File: src/sv/ius_pkg.sv
// shared types and constants for the interval union set unit
// no dependencies
`default_nettype none

package ius_pkg;

    localparam int MAX_RANGES = 16;
    localparam int COORD_BITS = 22;
    localparam int IDX_BITS   = $clog2(MAX_RANGES);
    localparam int CNT_BITS   = $clog2(MAX_RANGES + 1);
    localparam int SUM_BITS   = COORD_BITS + 1;
    localparam int ENTRY_BITS = 2 * COORD_BITS;

    typedef logic [COORD_BITS-1:0] coord_t;
    typedef logic [SUM_BITS-1:0]   sum_t;
    typedef logic [CNT_BITS-1:0]   cnt_t;
    typedef logic [IDX_BITS-1:0]   idx_t;

    typedef enum logic
    {
        OP_INSERT = 1'b0,
        OP_QUERY  = 1'b1
    } op_t;

    typedef enum logic [1:0]
    {
        STATUS_OK       = 2'd0,
        STATUS_FULL     = 2'd1,
        STATUS_REVERSED = 2'd2
    } status_t;

    typedef enum logic [1:0]
    {
        ST_IDLE,
        ST_SCAN,
        ST_WRITE,
        ST_DONE
    } state_t;

    typedef struct packed
    {
        logic start;
        logic eval;
        logic ent_valid;
        idx_t idx;
    } merge_ctl_t;

    typedef struct packed
    {
        logic   hit;
        logic   free_found;
        idx_t   free_idx;
        coord_t m_lo;
        coord_t m_hi;
        sum_t   removed;
        cnt_t   cleared;
    } merge_stat_t;

endpackage

`default_nettype wire

File: src/sv/ius_if.sv
// item channels of the interval union set unit
// depends on ius_pkg
`default_nettype none

interface ius_req_if import ius_pkg::*; ();
    logic   valid;
    logic   ready;
    logic   operation;
    coord_t lo;
    coord_t hi;

    modport source (output valid, operation, lo, hi, input ready);
    modport sink (input valid, operation, lo, hi, output ready);
    modport monitor (input valid, ready, operation, lo, hi);
endinterface

interface ius_rsp_if import ius_pkg::*; ();
    logic        valid;
    logic        ready;
    logic        covered;
    sum_t        total_covered;
    cnt_t        range_count;
    logic [1:0]  status;

    modport source (output valid, covered, total_covered, range_count, status, input ready);
    modport sink (input valid, covered, total_covered, range_count, status, output ready);
    modport monitor (input valid, ready, covered, total_covered, range_count, status);
endinterface

`default_nettype wire

File: src/sv/interval_union_set_unit.sv
// A query or insert item is accepted in ST_IDLE, then every entry is streamed
// out of the single read port of the range memory in ST_SCAN, the merged range
// is written back in ST_WRITE (inserts only) and the result register is loaded
// in ST_DONE. A reversed insert skips the scan and goes straight to ST_DONE. The
// next item is taken once the current result is loaded; a result waiting
// in the output register does not hold up the next item's scan.
// depends on ius_pkg, ius_if, ius_ram, ius_merge
`default_nettype none

module interval_union_set_unit import ius_pkg::*; (
    input  wire logic clk,
    input  wire logic rst_n,
    ius_req_if.sink   req,
    ius_rsp_if.source rsp
);

    state_t                  state_reg;
    state_t                  state_next;
    idx_t                    rd_addr_reg;
    logic                    issue_reg;
    logic                    proc_reg;
    idx_t                    proc_idx_reg;
    logic                    query_reg;
    logic                    rev_reg;
    logic [MAX_RANGES-1:0]   valid_reg;
    sum_t                    sum_reg;
    cnt_t                    count_reg;

    logic                    out_valid_reg;
    logic                    covered_reg;
    sum_t                    total_reg;
    cnt_t                    range_count_reg;
    status_t                 status_reg;

    logic                    accept;
    logic                    is_query;
    logic                    is_rev;
    logic                    rd_en;
    logic                    wr_en;
    logic                    out_load;
    logic                    last_issue;
    logic                    last_proc;
    logic                    clear;
    merge_ctl_t              ctl;
    merge_stat_t             stat;
    logic [ENTRY_BITS-1:0]   rd_data;
    sum_t                    new_len;
    status_t                 status_now;

    assign accept     = req.valid && req.ready;
    assign is_query   = (req.operation == OP_QUERY);
    assign is_rev     = !is_query && (req.lo > req.hi);
    assign last_issue = (rd_addr_reg == idx_t'(MAX_RANGES - 1));
    assign last_proc  = proc_reg && (proc_idx_reg == idx_t'(MAX_RANGES - 1));
    assign new_len    = {1'b0, stat.m_hi} - {1'b0, stat.m_lo} + 1'b1;

    // next state
    always_comb
    begin
        state_next = state_reg;
        unique case (state_reg)
            ST_IDLE:
            begin
                if (accept)
                begin
                    state_next = is_rev ? ST_DONE : ST_SCAN;
                end
            end
            ST_SCAN:
            begin
                if (last_proc)
                begin
                    state_next = query_reg ? ST_DONE : ST_WRITE;
                end
            end
            ST_WRITE:
            begin
                state_next = ST_DONE;
            end
            ST_DONE:
            begin
                if (out_load)
                begin
                    state_next = ST_IDLE;
                end
            end
            default:
            begin
                state_next = ST_IDLE;
            end
        endcase
    end

    // state outputs
    always_comb
    begin
        req.ready = 1'b0;
        rd_en     = 1'b0;
        wr_en     = 1'b0;
        out_load  = 1'b0;
        unique case (state_reg)
            ST_IDLE:  req.ready = 1'b1;
            ST_SCAN:  rd_en     = issue_reg;
            ST_WRITE: wr_en     = stat.free_found;
            ST_DONE:  out_load  = !out_valid_reg || rsp.ready;
            default:  req.ready = 1'b0;
        endcase
    end

    always_ff @(posedge clk or negedge rst_n)
    begin
        if (!rst_n)
        begin
            state_reg <= ST_IDLE;
        end
        else
        begin
            state_reg <= state_next;
        end
    end

    // each entry is evaluated in the cycle after its read is issued
    always_ff @(posedge clk or negedge rst_n)
    begin
        if (!rst_n)
        begin
            rd_addr_reg  <= '0;
            issue_reg    <= 1'b0;
            proc_reg     <= 1'b0;
            proc_idx_reg <= '0;
            query_reg    <= 1'b0;
            rev_reg      <= 1'b0;
        end
        else
        begin
            proc_reg     <= rd_en;
            proc_idx_reg <= rd_addr_reg;
            if (accept)
            begin
                rd_addr_reg <= '0;
                issue_reg   <= !is_rev;
                query_reg   <= is_query;
                rev_reg     <= is_rev;
            end
            else if (rd_en)
            begin
                rd_addr_reg <= rd_addr_reg + 1'b1;
                issue_reg   <= !last_issue;
            end
        end
    end

    assign ctl.start     = accept;
    assign ctl.eval      = proc_reg;
    assign ctl.ent_valid = valid_reg[proc_idx_reg];
    assign ctl.idx       = proc_idx_reg;

    ius_ram #(
        .DEPTH (MAX_RANGES),
        .WIDTH (ENTRY_BITS)
    ) u_ram (
        .clk     (clk),
        .wr_en   (wr_en),
        .wr_addr (stat.free_idx),
        .wr_data ({stat.m_lo, stat.m_hi}),
        .rd_en   (rd_en),
        .rd_addr (rd_addr_reg),
        .rd_data (rd_data)
    );

    ius_merge u_merge (
        .clk       (clk),
        .rst_n     (rst_n),
        .ctl       (ctl),
        .query     (is_query),
        .lo        (req.lo),
        .hi        (req.hi),
        .ent_start (rd_data[ENTRY_BITS-1 -: COORD_BITS]),
        .ent_end   (rd_data[COORD_BITS-1:0]),
        .clear     (clear),
        .stat      (stat)
    );

    always_ff @(posedge clk or negedge rst_n)
    begin
        if (!rst_n)
        begin
            valid_reg <= '0;
            sum_reg   <= '0;
            count_reg <= '0;
        end
        else
        begin
            if (clear)
            begin
                valid_reg[proc_idx_reg] <= 1'b0;
            end
            if (wr_en)
            begin
                valid_reg[stat.free_idx] <= 1'b1;
                sum_reg   <= sum_reg - stat.removed + new_len;
                count_reg <= count_reg - stat.cleared + 1'b1;
            end
        end
    end

    always_comb
    begin
        priority if (rev_reg)
        begin
            status_now = STATUS_REVERSED;
        end
        else if (!query_reg && !stat.free_found)
        begin
            status_now = STATUS_FULL;
        end
        else
        begin
            status_now = STATUS_OK;
        end
    end

    always_ff @(posedge clk or negedge rst_n)
    begin
        if (!rst_n)
        begin
            out_valid_reg <= 1'b0;
        end
        else if (out_load)
        begin
            out_valid_reg <= 1'b1;
        end
        else if (rsp.ready)
        begin
            out_valid_reg <= 1'b0;
        end
    end

    always_ff @(posedge clk)
    begin
        if (out_load)
        begin
            covered_reg     <= query_reg && stat.hit;
            total_reg       <= sum_reg;
            range_count_reg <= count_reg;
            status_reg      <= status_now;
        end
    end

    assign rsp.valid         = out_valid_reg;
    assign rsp.covered       = covered_reg;
    assign rsp.total_covered = total_reg;
    assign rsp.range_count   = range_count_reg;
    assign rsp.status        = status_reg;

endmodule

`default_nettype wire

File: src/sv/ius_ram.sv
// simple dual-port ram, one write and one registered read per cycle
// no dependencies
`default_nettype none

module ius_ram #(
    parameter int DEPTH = 16,
    parameter int WIDTH = 44
) (
    input  wire logic                     clk,
    input  wire logic                     wr_en,
    input  wire logic [$clog2(DEPTH)-1:0] wr_addr,
    input  wire logic [WIDTH-1:0]         wr_data,
    input  wire logic                     rd_en,
    input  wire logic [$clog2(DEPTH)-1:0] rd_addr,
    output logic      [WIDTH-1:0]         rd_data
);

    logic [WIDTH-1:0] mem [DEPTH];

    always_ff @(posedge clk)
    begin
        if (wr_en)
        begin
            mem[wr_addr] <= wr_data;
        end
    end

    always_ff @(posedge clk)
    begin
        if (rd_en)
        begin
            rd_data <= mem[rd_addr];
        end
    end

endmodule

`default_nettype wire

File: src/sv/ius_merge.sv
// per-entry compare and merge accumulator, fed one stored range a cycle
// depends on ius_pkg
`default_nettype none

module ius_merge import ius_pkg::*; (
    input  wire logic        clk,
    input  wire logic        rst_n,
    input  wire merge_ctl_t  ctl,
    input  wire logic        query,
    input  wire coord_t      lo,
    input  wire coord_t      hi,
    input  wire coord_t      ent_start,
    input  wire coord_t      ent_end,
    output logic             clear,
    output merge_stat_t      stat
);

    logic   query_reg;
    coord_t lo_reg;
    coord_t hi_reg;
    coord_t m_lo_reg;
    coord_t m_hi_reg;
    logic   hit_reg;
    logic   free_found_reg;
    idx_t   free_idx_reg;
    sum_t   removed_reg;
    cnt_t   cleared_reg;

    logic   meet;
    logic   in_span;
    sum_t   len;

    // touching counts too: adjacency is widened by one on each side
    assign meet = ({1'b0, ent_start} <= ({1'b0, hi_reg} + 1'b1))
               && (({1'b0, ent_end} + 1'b1) >= {1'b0, lo_reg});
    assign in_span = (ent_start <= lo_reg) && (lo_reg <= ent_end);
    assign len     = {1'b0, ent_end} - {1'b0, ent_start} + 1'b1;
    assign clear   = ctl.eval && ctl.ent_valid && !query_reg && meet;

    always_ff @(posedge clk)
    begin
        if (ctl.start)
        begin
            query_reg <= query;
            lo_reg    <= lo;
            hi_reg    <= hi;
            m_lo_reg  <= lo;
            m_hi_reg  <= hi;
        end
        else if (clear)
        begin
            if (ent_start < m_lo_reg)
            begin
                m_lo_reg <= ent_start;
            end
            if (ent_end > m_hi_reg)
            begin
                m_hi_reg <= ent_end;
            end
        end
    end

    always_ff @(posedge clk or negedge rst_n)
    begin
        if (!rst_n)
        begin
            hit_reg        <= 1'b0;
            free_found_reg <= 1'b0;
            free_idx_reg   <= '0;
            removed_reg    <= '0;
            cleared_reg    <= '0;
        end
        else if (ctl.start)
        begin
            hit_reg        <= 1'b0;
            free_found_reg <= 1'b0;
            free_idx_reg   <= '0;
            removed_reg    <= '0;
            cleared_reg    <= '0;
        end
        else if (ctl.eval)
        begin
            if (query_reg && ctl.ent_valid && in_span)
            begin
                hit_reg <= 1'b1;
            end
            if (clear)
            begin
                removed_reg <= removed_reg + len;
                cleared_reg <= cleared_reg + 1'b1;
            end
            // lowest slot that is free once this pass is through
            if (!free_found_reg && (!ctl.ent_valid || clear))
            begin
                free_found_reg <= 1'b1;
                free_idx_reg   <= ctl.idx;
            end
        end
    end

    assign stat.hit        = hit_reg;
    assign stat.free_found = free_found_reg;
    assign stat.free_idx   = free_idx_reg;
    assign stat.m_lo       = m_lo_reg;
    assign stat.m_hi       = m_hi_reg;
    assign stat.removed    = removed_reg;
    assign stat.cleared    = cleared_reg;

endmodule

`default_nettype wire

File: src/flat_wrapper.sv
// flat-port wrapper written by rule: the top's interface ports become plain ports
module interval_union_set_unit_flat import ius_pkg::*;
  (clk, rst_n, req_valid, req_operation, req_lo, req_hi, req_ready, rsp_valid, rsp_covered, rsp_total_covered, rsp_range_count, rsp_status, rsp_ready);
  ius_req_if req_i ();
  ius_rsp_if rsp_i ();
  input  wire logic clk;
  input  wire logic rst_n;
  input wire logic [$bits(req_i.valid)-1:0] req_valid;
  input wire logic [$bits(req_i.operation)-1:0] req_operation;
  input wire logic [$bits(req_i.lo)-1:0] req_lo;
  input wire logic [$bits(req_i.hi)-1:0] req_hi;
  output wire logic [$bits(req_i.ready)-1:0] req_ready;
  output wire logic [$bits(rsp_i.valid)-1:0] rsp_valid;
  output wire logic [$bits(rsp_i.covered)-1:0] rsp_covered;
  output wire logic [$bits(rsp_i.total_covered)-1:0] rsp_total_covered;
  output wire logic [$bits(rsp_i.range_count)-1:0] rsp_range_count;
  output wire logic [$bits(rsp_i.status)-1:0] rsp_status;
  input wire logic [$bits(rsp_i.ready)-1:0] rsp_ready;
  assign req_i.valid = req_valid;
  assign req_i.operation = req_operation;
  assign req_i.lo = req_lo;
  assign req_i.hi = req_hi;
  assign req_ready = req_i.ready;
  assign rsp_valid = rsp_i.valid;
  assign rsp_covered = rsp_i.covered;
  assign rsp_total_covered = rsp_i.total_covered;
  assign rsp_range_count = rsp_i.range_count;
  assign rsp_status = rsp_i.status;
  assign rsp_i.ready = rsp_ready;
  interval_union_set_unit u_core (.clk(clk), .rst_n(rst_n), .req(req_i), .rsp(rsp_i));
endmodule
File: config.mk
export PLATFORM = sky130hd
export DESIGN_NAME = interval_union_set_unit_flat
export DESIGN_NICKNAME = d
export VERILOG_FILES = /design/src/sv/ius_pkg.sv /design/src/sv/ius_if.sv /design/src/sv/interval_union_set_unit.sv /design/src/sv/ius_ram.sv /design/src/sv/ius_merge.sv /design/src/flat_wrapper.sv
export SDC_FILE = /design/constraint.sdc
export NUM_CORES = 2
export LEC_CHECK = 0
export ABC_CLOCK_PERIOD_IN_PS = 6000
export BUFFER_PORTS_ARGS = -buffer_cell sky130_fd_sc_hd__buf_2
export CAP_MARGIN = 20
export CORE_MARGIN = 3
export CORE_UTILIZATION = 34
export DETAILED_ROUTE_END_ITERATION = 7
export PLACE_DENSITY_LB_ADDON = 0.3
export SYNTH_ARGS = -nofsm -noshare
export SYNTH_HDL_FRONTEND = slang
export SYNTH_SLANG_ARGS = --single-unit
File: constraint.sdc
create_clock -name clk -period 6 [get_ports clk]
set_input_delay 1.2 -clock clk [delete_from_list [all_inputs] [get_ports clk]]
set_output_delay 1.2 -clock clk [all_outputs]
set_load 0.1 [all_outputs]
==> summary.txt <==
SYNTH
------------------------------------------------------------------------------------------
Synth Flop Type                                                               sky130_fd_sc_hd__edfxtp_1
Post-synth EDFFs                                                                       868
Synth warn                                                                               0
Cells after Synth                                                                    2,694
Async set or reset register ratio after synthesis                                   0.0968
Per-instance average area after synthesis                                         16.3 µm²
Sequential area share after synthesis                                                0.645
Flops & latches, synth                                                                 961
Number of nets produced by synthesis                                                 3,025
Netlist Area Pre-Place                                                          44,000 µm²
Number of distinct library cells after synthesis                                        66

ROUTING
------------------------------------------------------------------------------------------
Wirelength, routed                                                              111,000 µm
Vias                                                                                23,998
Average routed wire per standard cell                                              23.9 µm
DRC violation count after routing                                                        0
Number of vias per cell                                                               5.17
Detail Route Antenna Nets                                                                0
DRC violation total after the first TritonRoute iteration                            1,971
First drt pass iteration count                                                           6

CRITICAL PATH
------------------------------------------------------------------------------------------
Largest stage delay on the critical path                                           0.51 ns
CP required                                                                        6.36 ns
Element type at the critical path start                                               flop
Worst r2r src                                                                 u_core.u_merge.hi_reg[2]$_DFFE_PP_
Worst Path Arrival                                                                 5.14 ns
List of cells traversed by the critical path                                  and3_1, and2_1, nand4_1, inv_1, and3_1, and2_1, nand3_1, xnor2_1, ha_1, nand4_1, nor4_1, a22oi_1, a2111oi_4, nand2_2, nor2_2, o31ai_1, o21ai_2, buf_4
End of the worst register-to-register path                                    u_core.u_merge.m_hi_reg[15]$_DFFE_PP_
Cell count of the worst reg-to-reg path                                                 18
Crit path capture type                                                                flop
Buffer and inverter count on the worst path                                              2
Register-to-register path setup slack                                              1.22 ns
Maximum fanout encountered on the critical timing path                                  12
Path type of the worst setup path                                             flop to flop
Cell with the largest stage delay on the worst path                           sky130_fd_sc_hd__o21ai_2
Category of cells accounting for the largest share of critical-path delay     simple AND/OR/NAND/NOR gates

DIE
------------------------------------------------------------------------------------------
Floorplan core area                                                            128,000 µm²
Die outline width                                                                   366 µm
Boundary Pins                                                                           82
Die area                                                                       134,000 µm²
DIE HEIGHT                                                                          366 µm
Effective utilization at floorplan                                                   0.344
Total number of placement rows                                                         131

STA
------------------------------------------------------------------------------------------
Period utilisation layout                                                            0.797
Rel. slew slack                                                                      0.294
Crit path setup slack, layout                                                      1.22 ns
Number of max-slew violations in the final report                                        0
Post-route minimum period                                                          4.78 ns
Final setup violating endpoints                                                          0
Fin. Hold Viols                                                                          0
Final setup TNS                                                                       0 ns
Clock skew after layout                                                          0.0476 ns
Max Clock Freq                                                                     209 MHz
Worst Hold Slack                                                                  0.464 ns
Setup repair after global routing missed its margin                                  false
Worst slew pin tran                                                                1.06 ns

CELLS AND AREA
------------------------------------------------------------------------------------------
Max FFs per register                                                                   704
Net total in the final layout                                                        3,165
Post-layout instance count excluding filler cells                                    4,642
Largest regs                                                                  u_core.u_ram.mem x704, u_core.u_ram.rd_data x44
Area growth, synth to finish                                                         13.6%
Top register by number of flip-flops                                          u_core.u_ram.mem
Share of layout cells above drive strength 1                                         0.180
Inserted Diodes                                                                          0

GLOBAL ROUTING
------------------------------------------------------------------------------------------
Antenna violations before repair                                                         4
Aggregate global-route resource usage                                                0.166
Maximum number of pins on one net before global-route repair                            79
Total congestion overflow                                                                0
Vias in the first global route                                                      24,508
First-pass GRT wire length                                                      165,000 µm

CTS
------------------------------------------------------------------------------------------
CTS tree                                                                               yes
Worst-Skew Late Latency                                                            0.70 ns
Sinks on the clock net                                                                 961
Buffer type at the clock tree root                                            sky130_fd_sc_hd__clkbuf_16
Setup Buffers After CTS                                                                  0
Clock Tree Buf Depth                                                                     3
Post-cts repair resize count                                                             0
Clock edge transition at the registers on the reported setup and hold paths        0.06 ns
H-tree level count                                                                       3
Number of buffers inserted for hold repair after clock tree synthesis                    0
TritonCTS Buffers                                                                       96

STATUS
------------------------------------------------------------------------------------------
Status                                                                           completed

PWR
------------------------------------------------------------------------------------------
Total chip power                                                                   26.1 mW
Clock share of power                                                                 0.235
Leakage                                                                            17.7 nW
Internal power                                                                     16.4 mW
PD cells                                                                        522 nW/µm²
Switching share of total power                                                       0.369
Share of total power in sequential cells                                             0.368
Worst VDD drop                                                                    0.230 mV
Logic pwr share                                                                      0.397
Net Switching                                                                      9.64 mW

RUN
------------------------------------------------------------------------------------------
Number of maximum-capacitance constraint violations                                      0

PLACEMENT
------------------------------------------------------------------------------------------
Weighted congestion at the end of routability-driven global placement                0.920
Detail Placement HPWL                                                            73,500 µm
Instance count after placement with tap cells included                               4,465
IO Port Bufs                                                                            81
Post-Place Setup Slack                                                             1.26 ns

HOLD PATH
------------------------------------------------------------------------------------------
Worst hold path class                                                         flop to flop
Startpoint of the most critical hold path                                     u_core.count_reg[1]$_DFFE_PN0P_
Endpoint with the worst hold slack                                            u_core.rsp.range_count[1]$_DFFE_PP_
Hold path cells                                                                          0

final cells by class:
| type | count | area (µm²) |
|---|---|---|
| Sequential cell | 961 | 28400 |
| Clock buffer | 121 | 2540 |
| Multi-Input combinational cell | 1439 | 14600 |
| Tap cell | 1729 | 2160 |
| Clock inverter | 56 | 689 |
| Fill cell | 11654 | 78000 |
| Timing Repair Buffer | 129 | 806 |
| Inverter | 207 | 779 |
worst max path at each step:
stage,startpoint,endpoint,slack (ns),cells after the start
after floorplan,u_core.u_merge.hi_reg[2]$_DFFE_PP_,u_core.u_merge.m_hi_reg[0]$_DFFE_PP_,0.38,18
after global placement,u_core.u_merge.hi_reg[2]$_DFFE_PP_,u_core.valid_reg[4]$_DFF_PN0_,1.30,18
after detailed placement,u_core.u_merge.hi_reg[2]$_DFFE_PP_,u_core.u_merge.m_hi_reg[16]$_DFFE_PP_,1.26,18
after CTS,u_core.u_merge.hi_reg[2]$_DFFE_PP_,u_core.u_merge.m_hi_reg[15]$_DFFE_PP_,1.24,18
after global routing,u_core.u_ram.rd_data[1]$_DFFE_PP_,u_core.u_merge.m_hi_reg[18]$_DFFE_PP_,0.85,17
final,u_core.u_merge.hi_reg[2]$_DFFE_PP_,u_core.u_merge.m_hi_reg[15]$_DFFE_PP_,1.22,18
power by group through the flow:
stage | Sequential [mW] | Combinational [mW] | Clock (mW)
after floorplan | 9.53 | 7.76 | 0
after global placement | 9.73 | 10.4 | 0
after detailed placement | 9.75 | 10.4 | 0
after CTS | 9.61 | 10.4 | 6.27
after global routing | 9.73 | 11.6 | 6.55
final | 9.59 | 10.4 | 6.14
cells by family (layout without fill, tap and decap cells):
kind of cell / after synthesis / after routing / synth area share
fa+ha+maj: 282 / 282 / 0.0916
flops: 961 / 961 / 0.645
compound gates: 386 / 386 / 0.0561
buf+inv: 294 / 513 / 0.0256
simple gates: 460 / 460 / 0.0492
mux: 229 / 229 / 0.116
xor+xnor: 82 / 82 / 0.0163
cell usage after synthesis, types with 3 or more instances:
cell	number	area, µm²
sky130_fd_sc_hd__fa_1	67	1340
sky130_fd_sc_hd__o41ai_1	6	52.6
sky130_fd_sc_hd__o22ai_1	4	25.0
sky130_fd_sc_hd__buf_1	23	86.3
sky130_fd_sc_hd__a21oi_1	100	500
sky130_fd_sc_hd__nand3_1	29	145
sky130_fd_sc_hd__a21boi_0	5	37.5
sky130_fd_sc_hd__nor2b_1	8	50.1
sky130_fd_sc_hd__dfrtp_1	93	2330
sky130_fd_sc_hd__o21bai_1	9	67.6
sky130_fd_sc_hd__clkbuf_1	56	210
sky130_fd_sc_hd__a31oi_1	6	37.5
sky130_fd_sc_hd__o21ai_0	94	470
sky130_fd_sc_hd__a2111oi_0	3	26.3
sky130_fd_sc_hd__nand2_1	224	841
sky130_fd_sc_hd__or3_1	6	37.5
sky130_fd_sc_hd__inv_1	207	777
sky130_fd_sc_hd__and3_1	8	50.1
sky130_fd_sc_hd__or4_1	9	67.6
sky130_fd_sc_hd__edfxtp_1	868	26100
sky130_fd_sc_hd__a41o_1	5	50.1
sky130_fd_sc_hd__xor2_1	29	254
sky130_fd_sc_hd__and2_1	9	56.3
sky130_fd_sc_hd__a311oi_1	3	26.3
sky130_fd_sc_hd__ha_1	215	2690
sky130_fd_sc_hd__a22oi_1	3	22.5
sky130_fd_sc_hd__xnor2_1	53	464
sky130_fd_sc_hd__nand3b_1	3	22.5
sky130_fd_sc_hd__nand2b_1	16	100
sky130_fd_sc_hd__o211ai_1	11	82.6
sky130_fd_sc_hd__buf_2	6	30.0
sky130_fd_sc_hd__a21o_1	63	473
sky130_fd_sc_hd__nor3b_1	3	22.5
sky130_fd_sc_hd__nand4_1	38	238
sky130_fd_sc_hd__a211oi_1	21	158
sky130_fd_sc_hd__o21a_1	20	150
sky130_fd_sc_hd__and4_1	7	61.3
sky130_fd_sc_hd__nor4_1	5	31.3
sky130_fd_sc_hd__nor2_1	65	244
sky130_fd_sc_hd__mux4_2	223	5020
sky130_fd_sc_hd__nor3_1	21	105
sky130_fd_sc_hd__o31ai_1	19	143
cells in the final DEF, fill, tap and decap left out, types with 38 or more instances in the layout:
cell type	n
sky130_fd_sc_hd__o21ai_0	93
sky130_fd_sc_hd__fa_1	67
sky130_fd_sc_hd__nand4_1	38
sky130_fd_sc_hd__a21oi_1	100
sky130_fd_sc_hd__dfrtp_1	89
sky130_fd_sc_hd__xnor2_1	53
sky130_fd_sc_hd__a21o_1	63
sky130_fd_sc_hd__mux4_2	223
sky130_fd_sc_hd__edfxtp_1	868
sky130_fd_sc_hd__ha_1	215
sky130_fd_sc_hd__inv_1	206
sky130_fd_sc_hd__nor2_1	52
sky130_fd_sc_hd__buf_2	80
sky130_fd_sc_hd__clkbuf_16	97
sky130_fd_sc_hd__buf_4	46
sky130_fd_sc_hd__nand2_1	223
stage by stage:
step                area, µm²   util
global route            50000  0.391
detailed placement      46800  0.365
floorplan               44000      -
finish                  50000  0.391
CTS                     50000  0.391
global placement        46800  0.365
per-layer routing:
metal | vias to the layer above | GRT usage | part of all wire
met1 | 12467 | 0.233 | 0.45
met3 | 158 | 0.0231 | 0.053
met5 | - | 0 | 0
li1 | 10704 | - | -
met4 | 0 | 0.0435 | 0.024
met2 | 669 | 0.271 | 0.48
Power figures use the tool's default switching activity.
